==> config.mk <==
export PLATFORM = sky130hd
export DESIGN_NAME = rotating_header_message_deframer_flat
export DESIGN_NICKNAME = d
export VERILOG_FILES = /design/src/hw/rtl/rhmd_pkg.sv /design/src/hw/rtl/rhmd_channels.sv /design/src/hw/rtl/rhmd_rotation.sv /design/src/hw/rtl/rhmd_deframer.sv /design/src/hw/rtl/rotating_header_message_deframer.sv /design/src/flat_wrapper.sv
export SDC_FILE = /design/constraint.sdc
export NUM_CORES = 1
export LEC_CHECK = 0
export BUFFER_PORTS_ARGS = -buffer_cell sky130_fd_sc_hd__buf_2
export CAP_MARGIN = 40
export CORE_ASPECT_RATIO = 1.5
export CORE_MARGIN = 3
export CORE_UTILIZATION = 43
export DETAILED_ROUTE_END_ITERATION = 8
export MAX_ROUTING_LAYER = met4
export SETUP_SLACK_MARGIN = 0.02
export SLEW_MARGIN = 30
export SYNTH_ARGS = -nofsm -noshare
export SYNTH_HDL_FRONTEND = slang
export SYNTH_SLANG_ARGS = --single-unit
export TNS_END_PERCENT = 5
==> constraint.sdc <==
create_clock -name clk -period 16.6 [get_ports clk]
set_input_delay 3.32 -clock clk [delete_from_list [all_inputs] [get_ports clk]]
set_output_delay 3.32 -clock clk [all_outputs]
set_load 0.01 [all_outputs]
==> src/hw/rtl/rhmd_pkg.sv <==
// Shared types, constants and functions for the rotating header message deframer.
`timescale 1ns / 1ps

package rhmd_pkg;

  localparam logic [7:0] LEAD_PING = 8'h50;
  localparam logic [7:0] LEAD_PONG = 8'h52;
  localparam logic [7:0] LEAD_MSG = 8'h4B;
  localparam logic [31:0] SEED_RESET = 32'h0000_0051;
  localparam int unsigned RotModulus = 3;
  localparam logic [1:0] ROT_MOD_RESET = 2'(SEED_RESET % RotModulus);
  localparam logic [1:0] HEADER_LAST_POS = 2'd3;

  typedef enum logic [1:0] {
    PH_LEAD,
    PH_HEADER,
    PH_PAYLOAD,
    PH_HALTED
  } phase_t;

  typedef enum logic [2:0] {
    EV_PING = 3'd0,
    EV_PONG = 3'd1,
    EV_START = 3'd2,
    EV_DATA = 3'd3,
    EV_BAD = 3'd4
  } event_kind_t;

  typedef enum logic [1:0] {
    ROLE_ZERO,
    ROLE_TYPE,
    ROLE_HI,
    ROLE_LO
  } role_t;

  typedef struct packed {
    logic valid;
    event_kind_t kind;
    logic [7:0] type_byte;
    logic [15:0] msg_length;
    logic [7:0] payload;
    logic last;
  } frame_result_t;

  typedef struct packed {
    logic load;
    logic [31:0] mix;
  } rot_update_t;

  // Picks what a header byte holds from the rotation residue and its position.
  function automatic role_t header_role(input logic [1:0] rot_mod, input logic [1:0] pos);
    role_t role;
    role = ROLE_ZERO;
    case (rot_mod)
      2'd0: begin
        case (pos)
          2'd0: role = ROLE_TYPE;
          2'd1: role = ROLE_ZERO;
          2'd2: role = ROLE_HI;
          default: role = ROLE_LO;
        endcase
      end
      2'd1: begin
        case (pos)
          2'd0: role = ROLE_ZERO;
          2'd1: role = ROLE_HI;
          2'd2: role = ROLE_TYPE;
          default: role = ROLE_LO;
        endcase
      end
      2'd2: begin
        case (pos)
          2'd0: role = ROLE_ZERO;
          2'd1: role = ROLE_LO;
          2'd2: role = ROLE_HI;
          default: role = ROLE_TYPE;
        endcase
      end
      default: role = ROLE_ZERO;
    endcase
    return role;
  endfunction

  // Residue modulo three, found by folding since every power of four is one modulo three.
  function automatic logic [1:0] mod3_32(input logic [31:0] x);
    logic [16:0] s17;
    logic [9:0] s10;
    logic [6:0] s7;
    logic [5:0] s6;
    logic [4:0] s5;
    logic [3:0] s4;
    logic [2:0] s3;
    logic [1:0] r;
    s17 = {1'b0, x[31:16]} + {1'b0, x[15:0]};
    s10 = {1'b0, s17[16:8]} + {2'b0, s17[7:0]};
    s7 = {1'b0, s10[9:4]} + {3'b0, s10[3:0]};
    s6 = {1'b0, s7[6:2]} + {4'b0, s7[1:0]};
    s5 = {1'b0, s6[5:2]} + {3'b0, s6[1:0]};
    s4 = {1'b0, s5[4:2]} + {2'b0, s5[1:0]};
    s3 = {1'b0, s4[3:2]} + {1'b0, s4[1:0]};
    case (s3)
      3'd0, 3'd3, 3'd6: r = 2'd0;
      3'd1, 3'd4, 3'd7: r = 2'd1;
      default: r = 2'd2;
    endcase
    return r;
  endfunction

endpackage

==> src/hw/rtl/rhmd_channels.sv <==
// Valid/ready channel interfaces for the input byte stream and the result words.
`timescale 1ns / 1ps

interface rhmd_in_if;
  logic valid;
  logic ready;
  logic [7:0] in_byte;

  modport source (output valid, output in_byte, input ready);
  modport sink (input valid, input in_byte, output ready);
endinterface

interface rhmd_out_if;
  logic valid;
  logic ready;
  logic [2:0] event_kind;
  logic [7:0] message_type;
  logic [15:0] message_length;
  logic [7:0] payload_byte;
  logic last_of_message;

  modport source (
    output valid, output event_kind, output message_type, output message_length,
    output payload_byte, output last_of_message, input ready
  );
  modport sink (
    input valid, input event_kind, input message_type, input message_length,
    input payload_byte, input last_of_message, output ready
  );
endinterface

==> src/hw/rtl/rhmd_rotation.sv <==
// Running header rotation word and its registered residue modulo three.
`timescale 1ns / 1ps

module rhmd_rotation import rhmd_pkg::*; (
  input  logic        clk,
  input  logic        rst,
  input  logic        cfg_wr_en,
  input  logic [31:0] cfg_wr_data,
  input  rot_update_t rot_upd,
  output logic [1:0]  rot_mod
);

  logic [31:0] rotation_word, rotation_word_next;

  always_comb begin
    rotation_word_next = rotation_word;
    if (cfg_wr_en) begin
      rotation_word_next = cfg_wr_data;
    end else if (rot_upd.load) begin
      rotation_word_next = rotation_word ^ rot_upd.mix;
    end
  end

  always_ff @(posedge clk) begin
    if (rst) begin
      rotation_word <= SEED_RESET;
      rot_mod <= ROT_MOD_RESET;
    end else begin
      rotation_word <= rotation_word_next;
      rot_mod <= mod3_32(rotation_word_next);
    end
  end

endmodule

==> src/hw/rtl/rhmd_deframer.sv <==
// Frame state machine: lead byte decode, rotated header capture and payload count.
`timescale 1ns / 1ps

module rhmd_deframer import rhmd_pkg::*; (
  input  logic          clk,
  input  logic          rst,
  input  logic          accept,
  input  logic [7:0]    in_byte,
  input  logic [1:0]    rot_mod,
  output frame_result_t result,
  output rot_update_t   rot_upd
);

  phase_t      phase, phase_next;
  logic [1:0]  header_position, header_position_next;
  logic [7:0]  held_type, held_type_next;
  logic [15:0] held_length, held_length_next;
  logic [15:0] bytes_left, bytes_left_next;
  role_t       role;
  logic [7:0]  hdr_type;
  logic [15:0] hdr_length;
  logic [16:0] hdr_sum;

  always_ff @(posedge clk) begin
    if (rst) begin
      phase <= PH_LEAD;
      header_position <= 2'd0;
      held_type <= 8'd0;
      held_length <= 16'd0;
      bytes_left <= 16'd0;
    end else if (accept) begin
      phase <= phase_next;
      header_position <= header_position_next;
      held_type <= held_type_next;
      held_length <= held_length_next;
      bytes_left <= bytes_left_next;
    end
  end

  always_comb begin
    role = header_role(rot_mod, header_position);
    hdr_type = held_type;
    hdr_length = held_length;
    case (role)
      ROLE_TYPE: hdr_type = in_byte;
      ROLE_HI: hdr_length = {in_byte, held_length[7:0]};
      ROLE_LO: hdr_length = {held_length[15:8], in_byte};
      default: hdr_type = held_type;
    endcase
    hdr_sum = {1'b0, hdr_length} + {9'd0, hdr_type};

    phase_next = phase;
    header_position_next = header_position;
    held_type_next = held_type;
    held_length_next = held_length;
    bytes_left_next = bytes_left;
    result.valid = 1'b0;
    result.kind = EV_PING;
    result.type_byte = 8'd0;
    result.msg_length = 16'd0;
    result.payload = 8'd0;
    result.last = 1'b0;
    rot_upd.load = 1'b0;
    rot_upd.mix = ~{15'd0, hdr_sum};

    case (phase)
      PH_LEAD: begin
        if (in_byte == LEAD_PING) begin
          result.valid = 1'b1;
          result.kind = EV_PING;
        end else if (in_byte == LEAD_PONG) begin
          result.valid = 1'b1;
          result.kind = EV_PONG;
        end else if (in_byte == LEAD_MSG) begin
          phase_next = PH_HEADER;
          header_position_next = 2'd0;
          held_type_next = 8'd0;
          held_length_next = 16'd0;
        end else begin
          phase_next = PH_HALTED;
          result.valid = 1'b1;
          result.kind = EV_BAD;
        end
      end
      PH_HEADER: begin
        held_type_next = hdr_type;
        held_length_next = hdr_length;
        if (header_position != HEADER_LAST_POS) begin
          header_position_next = header_position + 2'd1;
        end else begin
          header_position_next = 2'd0;
          rot_upd.load = accept;
          bytes_left_next = hdr_length;
          phase_next = (hdr_length == 16'd0) ? PH_LEAD : PH_PAYLOAD;
          result.valid = 1'b1;
          result.kind = EV_START;
          result.type_byte = hdr_type;
          result.msg_length = hdr_length;
          result.last = (hdr_length == 16'd0);
        end
      end
      PH_PAYLOAD: begin
        result.valid = 1'b1;
        result.kind = EV_DATA;
        result.type_byte = held_type;
        result.msg_length = held_length;
        result.payload = in_byte;
        result.last = (bytes_left <= 16'd1);
        if (bytes_left <= 16'd1) begin
          bytes_left_next = 16'd0;
          phase_next = PH_LEAD;
        end else begin
          bytes_left_next = bytes_left - 16'd1;
        end
      end
      default: begin
        phase_next = PH_HALTED;
      end
    endcase
  end

  a_halt_sticks: assert property (@(posedge clk) disable iff (rst)
    phase == PH_HALTED |=> phase == PH_HALTED)
    else $error("deframer left the halted state without reset");

  a_payload_count: assert property (@(posedge clk) disable iff (rst)
    phase == PH_PAYLOAD |-> bytes_left != 16'd0)
    else $error("payload phase entered with no bytes left");

  a_header_pos_idle: assert property (@(posedge clk) disable iff (rst)
    phase != PH_HEADER |-> header_position == 2'd0)
    else $error("header position nonzero outside the header");

  a_rot_update: assert property (@(posedge clk) disable iff (rst)
    rot_upd.load |-> accept && phase == PH_HEADER && header_position == HEADER_LAST_POS
      && result.valid && result.kind == EV_START)
    else $error("rotation word updated outside the end of a header");

endmodule

==> src/hw/rtl/rotating_header_message_deframer.sv <==
// Top level of the rotating header message deframer with its output register.
// Output: a result word is registered and appears on the output in the cycle after its input word is accepted.
// Throughput: one input word per cycle; the input is taken whenever the output register is
// empty or being emptied in the same cycle.
// Reset: synchronous, active high; clears the frame state, empties the output register and
// loads the rotation word with its reset seed.
`timescale 1ns / 1ps

module rotating_header_message_deframer import rhmd_pkg::*; (
  input  logic        clk,
  input  logic        rst,
  input  logic        cfg_wr_en,
  input  logic [31:0] cfg_wr_data,
  rhmd_in_if.sink     stream,
  rhmd_out_if.source  events
);

  logic          accept;
  logic [1:0]    rot_mod;
  frame_result_t result;
  rot_update_t   rot_upd;
  logic          out_valid;
  frame_result_t out_word;

  assign stream.ready = !out_valid || events.ready;
  assign accept = stream.valid && stream.ready;

  rhmd_rotation u_rotation (
    .clk         (clk),
    .rst         (rst),
    .cfg_wr_en   (cfg_wr_en),
    .cfg_wr_data (cfg_wr_data),
    .rot_upd     (rot_upd),
    .rot_mod     (rot_mod)
  );

  rhmd_deframer u_deframer (
    .clk     (clk),
    .rst     (rst),
    .accept  (accept),
    .in_byte (stream.in_byte),
    .rot_mod (rot_mod),
    .result  (result),
    .rot_upd (rot_upd)
  );

  always_ff @(posedge clk) begin
    if (rst) begin
      out_valid <= 1'b0;
    end else if (stream.ready) begin
      out_valid <= accept && result.valid;
    end
  end

  always_ff @(posedge clk) begin
    if (accept && result.valid) begin
      out_word <= result;
    end
  end

  assign events.valid = out_valid;
  assign events.event_kind = out_word.kind;
  assign events.message_type = out_word.type_byte;
  assign events.message_length = out_word.msg_length;
  assign events.payload_byte = out_word.payload;
  assign events.last_of_message = out_word.last;

endmodule
==> src/flat_wrapper.sv <==
// flat-port wrapper written by rule: the top's interface ports become plain ports
module rotating_header_message_deframer_flat import rhmd_pkg::*;
  (clk, rst, cfg_wr_en, cfg_wr_data, stream_valid, stream_in_byte, stream_ready, events_valid, events_event_kind, events_message_type, events_message_length, events_payload_byte, events_last_of_message, events_ready);
  rhmd_in_if stream_i ();
  rhmd_out_if events_i ();
  input  logic clk;
  input  logic rst;
  input  logic cfg_wr_en;
  input  logic [31:0] cfg_wr_data;
  input wire logic [$bits(stream_i.valid)-1:0] stream_valid;
  input wire logic [$bits(stream_i.in_byte)-1:0] stream_in_byte;
  output wire logic [$bits(stream_i.ready)-1:0] stream_ready;
  output wire logic [$bits(events_i.valid)-1:0] events_valid;
  output wire logic [$bits(events_i.event_kind)-1:0] events_event_kind;
  output wire logic [$bits(events_i.message_type)-1:0] events_message_type;
  output wire logic [$bits(events_i.message_length)-1:0] events_message_length;
  output wire logic [$bits(events_i.payload_byte)-1:0] events_payload_byte;
  output wire logic [$bits(events_i.last_of_message)-1:0] events_last_of_message;
  input wire logic [$bits(events_i.ready)-1:0] events_ready;
  assign stream_i.valid = stream_valid;
  assign stream_i.in_byte = stream_in_byte;
  assign stream_ready = stream_i.ready;
  assign events_valid = events_i.valid;
  assign events_event_kind = events_i.event_kind;
  assign events_message_type = events_i.message_type;
  assign events_message_length = events_i.message_length;
  assign events_payload_byte = events_i.payload_byte;
  assign events_last_of_message = events_i.last_of_message;
  assign events_i.ready = events_ready;
  rotating_header_message_deframer u_core (.clk(clk), .rst(rst), .cfg_wr_en(cfg_wr_en), .cfg_wr_data(cfg_wr_data), .stream(stream_i), .events(events_i));
endmodule
### Word level (Yosys, flattened, before mapping)

Cells that the tools add are included.

* $add $sub $neg: 10
* order comparisons: 1
* eq/ne operators: 23
* mux-type cells: 42
* bitwise operators: 2
* reduce and logical (&&, ||, !) cells: 16

Operator list (count)
* case mux 16 bit (2 select lines): 3
* two-way mux 16 bit: 5
* two-way mux 32 bit: 2
* case mux 24 bit (2 select lines): 1
* two-way mux 8 bit: 4
* NOT 17 -> 32 bit: 1
* bitwise XOR 32 bit: 1
* case mux 2 bit (3 select lines): 5
* two-way mux 28 bit: 1
* == test 8 x 7 -> 1 bit, second input constant: 3
* two-way mux 2 bit: 10
* adder 16 x 16 -> 17 bit: 1
* adder 16 x 8 -> 17 bit: 1
* less-or-equal comparator 16 x 1 -> 1 bit, second input constant: 1
* logical NOT 16 bit: 1
* case mux 8 bit (2 select lines): 1
* subtractor 16 x 1 -> 16 bit, second input constant: 1
* two-way mux 4 bit: 3
* != test 2 bit, second input constant: 6
* case mux 4 bit (3 select lines): 1
* adder 9 x 8 -> 10 bit: 1
* == test 2 bit, second input constant: 5
* AND reduction 5 bit: 2
* == test 3 bit, second input constant: 3
* other kinds (20): 31

* register bits after elaboration: 115
* bits of input ports: 45
* logic and storage cells: 107

### Longest topological paths before layout

* word-level depth: 20
* gate-level depth with buffers: 56

### Hierarchy

Synthesis repeated with hierarchy kept, for this count alone.

* cells, all modules: 990
* area, all modules: 8370.5 µm²

By module, submodules not included
* rhmd_deframer: times used 1, cells each 530, area each 3945.0 µm², sequential area each 880.8 µm²
* rhmd_rotation: times used 1, cells each 418, area each 3276.9 µm², sequential area each 680.7 µm²
* rotating_header_message_deframer: times used 1, cells each 42, area each 1148.6 µm², sequential area each 1101.1 µm²

### Least setup slack after synthesis

OpenSTA, ideal clock, no wires.

* path kind: in2reg
* from: input port stream_in_byte[0]
* to: register u_core.u_rotation.rot_mod[1]
* setup time: 70 ps
* data arrival time: 12025 ps
* path slack: 4504 ps
* cell stages on the path: 49
* buffers on the path: 0
* path through: mux2i_1 > inv_1 > ha_1 > inv_1 > fa_1 > nor2b_1 > o21ai_0 > a21o_1 > a21oi_1 > nand4_1 > o21ai_0 > xor2_1 > a21oi_1 > ha_1 > inv_1 > fa_1 > nor2b_1 > o31a_1 > (+13 left out) > ha_1 > inv_1 > fa_1 > xnor2_1 > xnor2_1 > xnor2_1 > ha_1 > fa_1 > xor2_1 > ha_1 > inv_1 > fa_1 > inv_1 > ha_1 > inv_1 > fa_1 > or3b_2 > a21oi_1

* cells in the longest elaborated chain, start to end: 16
* elaborated cells between the ends (all ways): 23

Ends and longest elaborated chain
* start: declaration: line flat_wrapper.sv:11 `input wire logic [$bits(stream_i.in_byte)-1:0] stream_in_byte;`
* case mux 16 bit (2 select lines) / two-way mux 8 bit (equally long branches): line rhmd_deframer.sv:44 `case (role)`
* adder 16 x 8 -> 17 bit (*): line rhmd_deframer.sv:50 `hdr_sum = {1'b0, hdr_length} + {9'd0, hdr_type};`
* NOT 17 -> 32 bit (*): line rhmd_deframer.sv:64 `rot_upd.mix = ~{15'd0, hdr_sum};`
* bitwise XOR 32 bit (*): line rhmd_rotation.sv:20 `rotation_word_next = rotation_word ^ rot_upd.mix;`
* two-way mux 32 bit (*): line rhmd_rotation.sv:19 `end else if (rot_upd.load) begin`
* two-way mux 32 bit (*): line rhmd_rotation.sv:17 `if (cfg_wr_en) begin`
* via u_core.u_rotation.rotation_word_next[16]: line rhmd_rotation.sv:13 `logic [31:0] rotation_word, rotation_word_next;`
* adder 16 x 16 -> 17 bit (*): line rhmd_pkg.sv:94 `s17 = {1'b0, x[31:16]} + {1'b0, x[15:0]};`
* adder 9 x 8 -> 10 bit (*): line rhmd_pkg.sv:95 `s10 = {1'b0, s17[16:8]} + {2'b0, s17[7:0]};`
* adder 6 x 4 -> 7 bit (*): line rhmd_pkg.sv:96 `s7 = {1'b0, s10[9:4]} + {3'b0, s10[3:0]};`
* adder 5 x 2 -> 6 bit (*): line rhmd_pkg.sv:97 `s6 = {1'b0, s7[6:2]} + {4'b0, s7[1:0]};`
* adder 4 x 2 -> 5 bit (*): line rhmd_pkg.sv:98 `s5 = {1'b0, s6[5:2]} + {3'b0, s6[1:0]};`
* adder 3 x 2 -> 4 bit (*): line rhmd_pkg.sv:99 `s4 = {1'b0, s5[4:2]} + {2'b0, s5[1:0]};`
* adder 2 x 2 -> 3 bit (*): line rhmd_pkg.sv:100 `s3 = {1'b0, s4[3:2]} + {1'b0, s4[1:0]};`
* == test 3 x 1 -> 1 bit (tied with other cells): line rhmd_pkg.sv:101 `case (s3)`
* OR reduction 3 bit: line rhmd_pkg.sv:101
* case mux 2 bit (2 select lines) (*): line rhmd_pkg.sv:101
* end signal: assignment: line rhmd_rotation.sv:30 `rot_mod <= mod3_32(rotation_word_next);`
* end: declaration: line rhmd_rotation.sv:10 `output logic [1:0] rot_mod`

Mark *: on every way through the listed nets, which the timed path passes. The rest lies on a longest branch.
A chain may end at the register's enable or synchronous reset.

### Worst setup path in the final report

Same ends and word-level chain as after synthesis.

==> impl_metrics.tcl <==
set metrics [dict create \
    die_width_um 116 \
    grt_pass1_wl_um 34800 \
    synth_edf_count 36 \
    routed_wl_um 21900 \
    grt_antenna_before_repair 0 \
    cts_resized 0 \
    synth_area_leaders "dfxtp_1, edfxtp_1, ha_1" \
    grt_max_degree 60 \
    wl_per_cell_um 17.9 \
    worst_path_largest_cell_delay_ns 0.49 \
    status "finished, final reports clean" \
    die_area_um2 20000 \
    fin_nets 1101 \
    syn_inst 928 \
    vias_per_cell 5.67 \
    slew-limit-headroom_pct 44.2 \
    syn_area_um2 7870 \
    slew_viol_final 0 \
    place.gp.congestion 0.910 \
    criticalPathCategory "in2reg" \
    fp.coreArea_um2 17900 \
    grt_overflow 0 \
    finalCritPeriodShare_pct 76.3 \
    cts_max_path_buffers 2 \
    syn_area_per_cell_um2 8.48 \
    slowest_stage "fa_1" \
    synth-seq-area-share_pct 33.9 \
    cts.reportedPaths.clkPinSlew_ns 0.05 \
    synthFlopType "dfxtp_1" \
    synthDistinctLibCells 64 \
    required_ns 16.93 \
    cts_buffers 17 \
    synth_top_area_cell "dfxtp_1" \
    synth_nets 1032 \
    start_kind "input port" \
    n_antenna_cell 0 \
    first_iter_violations 390 \
    tightest_slew_ns 0.837 \
    top_layer_used "met4" \
    hold_buffers 0 \
    die_h_um 172 \
    vias 6960 \
    wl_met2_um 11200 \
    hp-class "reg2reg" \
    rsz0062_at_grt "no" \
    clk-insertion-delay-late_ns 0.42 \
    synth_warnings 0 \
    synth-seq-cells 115 \
    hold_viol 0 \
    postSynth.asyncResetShare_pct 0 \
    antenna_left 0 \
    finalSetupViolCount 0 \
    io_buffers 82 \
    cts_setup_buffers 0 \
    critPathCaptureType "flop" \
    tritoncts "done" \
    maxCapViolations 0 \
    clock.fmax_mhz 78.9 \
    num_rows 60 \
    drive_gt1_share_pct 14.9 \
    met3WireLength_um 1100 \
    setup_tns_ns 0 \
    clock-sinks 115 \
    arrival_ns 13.01 \
    fin_worst_skew_ns 0.0107 \
    cts-root-buf "clkbuf_16" \
    grtUsageTotal_pct 23.0 \
    io_pins 83 \
    synth_top_area_share_pct 20.1 \
    wl_met1_um 8680 \
    fin_crit_ns 12.67 \
    grt_pass1_vias 6742 \
    drc 0 \
    first_pass_iters 6 \
    start_util_pct 43.8 \
    worstPathMaxFanout 6 \
    fillCellCount 1733 \
    place_hpwl_um 16200 \
    h-tree-depth 4 \
    area_delta_synth_final_pct 15.3 \
]
==> kinds of logic after synthesis <==
group                      count (synthesis)  share of synthesized area, %
adders and majority gates                 59                          10.1
xor gates and xnor gates                  64                          7.13
and+or+nand+nor                          308                          19.4
other                                      1                        0.0477
muxes                                     35                          4.66
AOI/OAI and AO/OA                        253                          20.1
buffers and inverters                     93                          4.61
DFF                                      115                          33.9
==> routing by layer <==
| layer | GRT usage (%) | up-vias |
|---|---|---|
| met5 | - | - |
| met4 | 10.7 | 0 |
| met3 | 3.52 | 61 |
| met2 | 40.2 | 228 |
| met1 | 25.3 | 3230 |
| li1 | - | 3441 |
==> area by class of cell <==
class	count	area [µm²]	area share [%]
sequential	115	2660	29.4
clock buffer	19	443	4.88
multi-input combinational	720	4870	53.7
inverter	49	184	2.03
tap	217	272	2.99
clock inverter	13	135	1.49
timing repair buffer	94	508	5.60
==> cells in the final DEF (no fill, tap or decap), types with 6 or more instances in the layout <==
cell type,count
a211oi_1,9
a21o_1,12
a21oi_1,57
a22oi_1,43
and2_1,41
buf_2,82
buf_4,10
clkbuf_16,17
dfxtp_1,79
edfxtp_1,36
fa_1,8
ha_1,51
inv_1,49
mux2_2,13
mux2i_1,22
nand2_1,72
nand2b_1,9
nand3_1,8
nand4_1,9
nor2_1,93
nor2b_1,20
nor3_1,16
nor4_1,9
o211ai_1,10
o21a_1,8
o21ai_0,81
or3_1,6
xnor2_1,51
xor2_1,13
==> state kept, by name (all words and copies together) (netlist names) <==
name                               flops
u_core.u_rotation.rotation_word       32
u_core.events.message_length          16
u_core.u_deframer.bytes_left          16
u_core.u_deframer.held_length         16
u_core.events.message_type             8
u_core.events.payload_byte             8
u_core.u_deframer.held_type            8
u_core.events.event_kind               3
u_core.u_deframer.header_position      2
u_core.u_deframer.phase                2
u_core.u_rotation.rot_mod              2
u_core.events.last_of_message          1
u_core.events.valid                    1
==> synth_stat cells (10+ instances only) <==
cell	instances
xnor2_1	51
and2_1	41
o21ai_0	81
mux2i_1	22
a22oi_1	43
ha_1	51
nor2b_1	20
nand2_1	72
nor3_1	16
clkbuf_1	37
a21oi_1	57
a21o_1	12
dfxtp_1	79
o211ai_1	10
mux2_2	13
nor2_1	95
inv_1	49
edfxtp_1	36
xor2_1	13
==> path summary, 6_finish.rpt <==
path | depth (start not counted) | to | slack [ns] | from
worst min-delay path | 2 | u_core.u_deframer.bytes_left[9]$_SDFFE_PP0P_ | 0.47 | u_core.u_deframer.bytes_left[9]$_SDFFE_PP0P_
worst min register to register | 2 | u_core.u_deframer.bytes_left[9]$_SDFFE_PP0P_ | 0.47 | u_core.u_deframer.bytes_left[9]$_SDFFE_PP0P_
worst max-delay path | 50 | u_core.u_rotation.rot_mod[1]$_SDFF_PP0_ | 3.93 | stream_in_byte[0]
worst max register to register | 53 | u_core.u_rotation.rot_mod[1]$_SDFF_PP0_ | 5.42 | u_core.u_deframer.header_position[1]$_SDFFE_PP0P_
==> worst max-delay path, delay by kind of cell <==
family | cells | cell delay [ns]
adder cells (fa/ha/maj) | 16 | 4.56
buffers and inverters | 9 | 0.67
AND/OR/NAND/NOR | 6 | 1.19
XOR/XNOR | 8 | 1.24
AO/OA/AOI/OAI | 10 | 1.87
multiplexers | 1 | 0.13
==> through the flow <==
| step | instance area, µm² | setup slack (ns) | hold slack, ns | util [%] | cells |
|---|---|---|---|---|---|
| 2_1_floorplan | 7870 | 4.50 | 0.448 | - | 928 |
| 3_3_place_gp | 8460 | 3.72 | 0.467 | 47.1 | 1192 |
| 3_5_place_dp | 8470 | 3.53 | 0.468 | 47.2 | 1193 |
| 4_1_cts | 9050 | 3.87 | 0.476 | 50.5 | 1225 |
| 5_1_grt | 9070 | 3.08 | 0.497 | 50.6 | 1227 |
| 6_report | 9070 | 3.93 | 0.473 | 50.6 | 1227 |
Power is left out: the tool's default activity adds up to more than one toggle a clock period on the data nets, which glitch-free logic cannot reach.
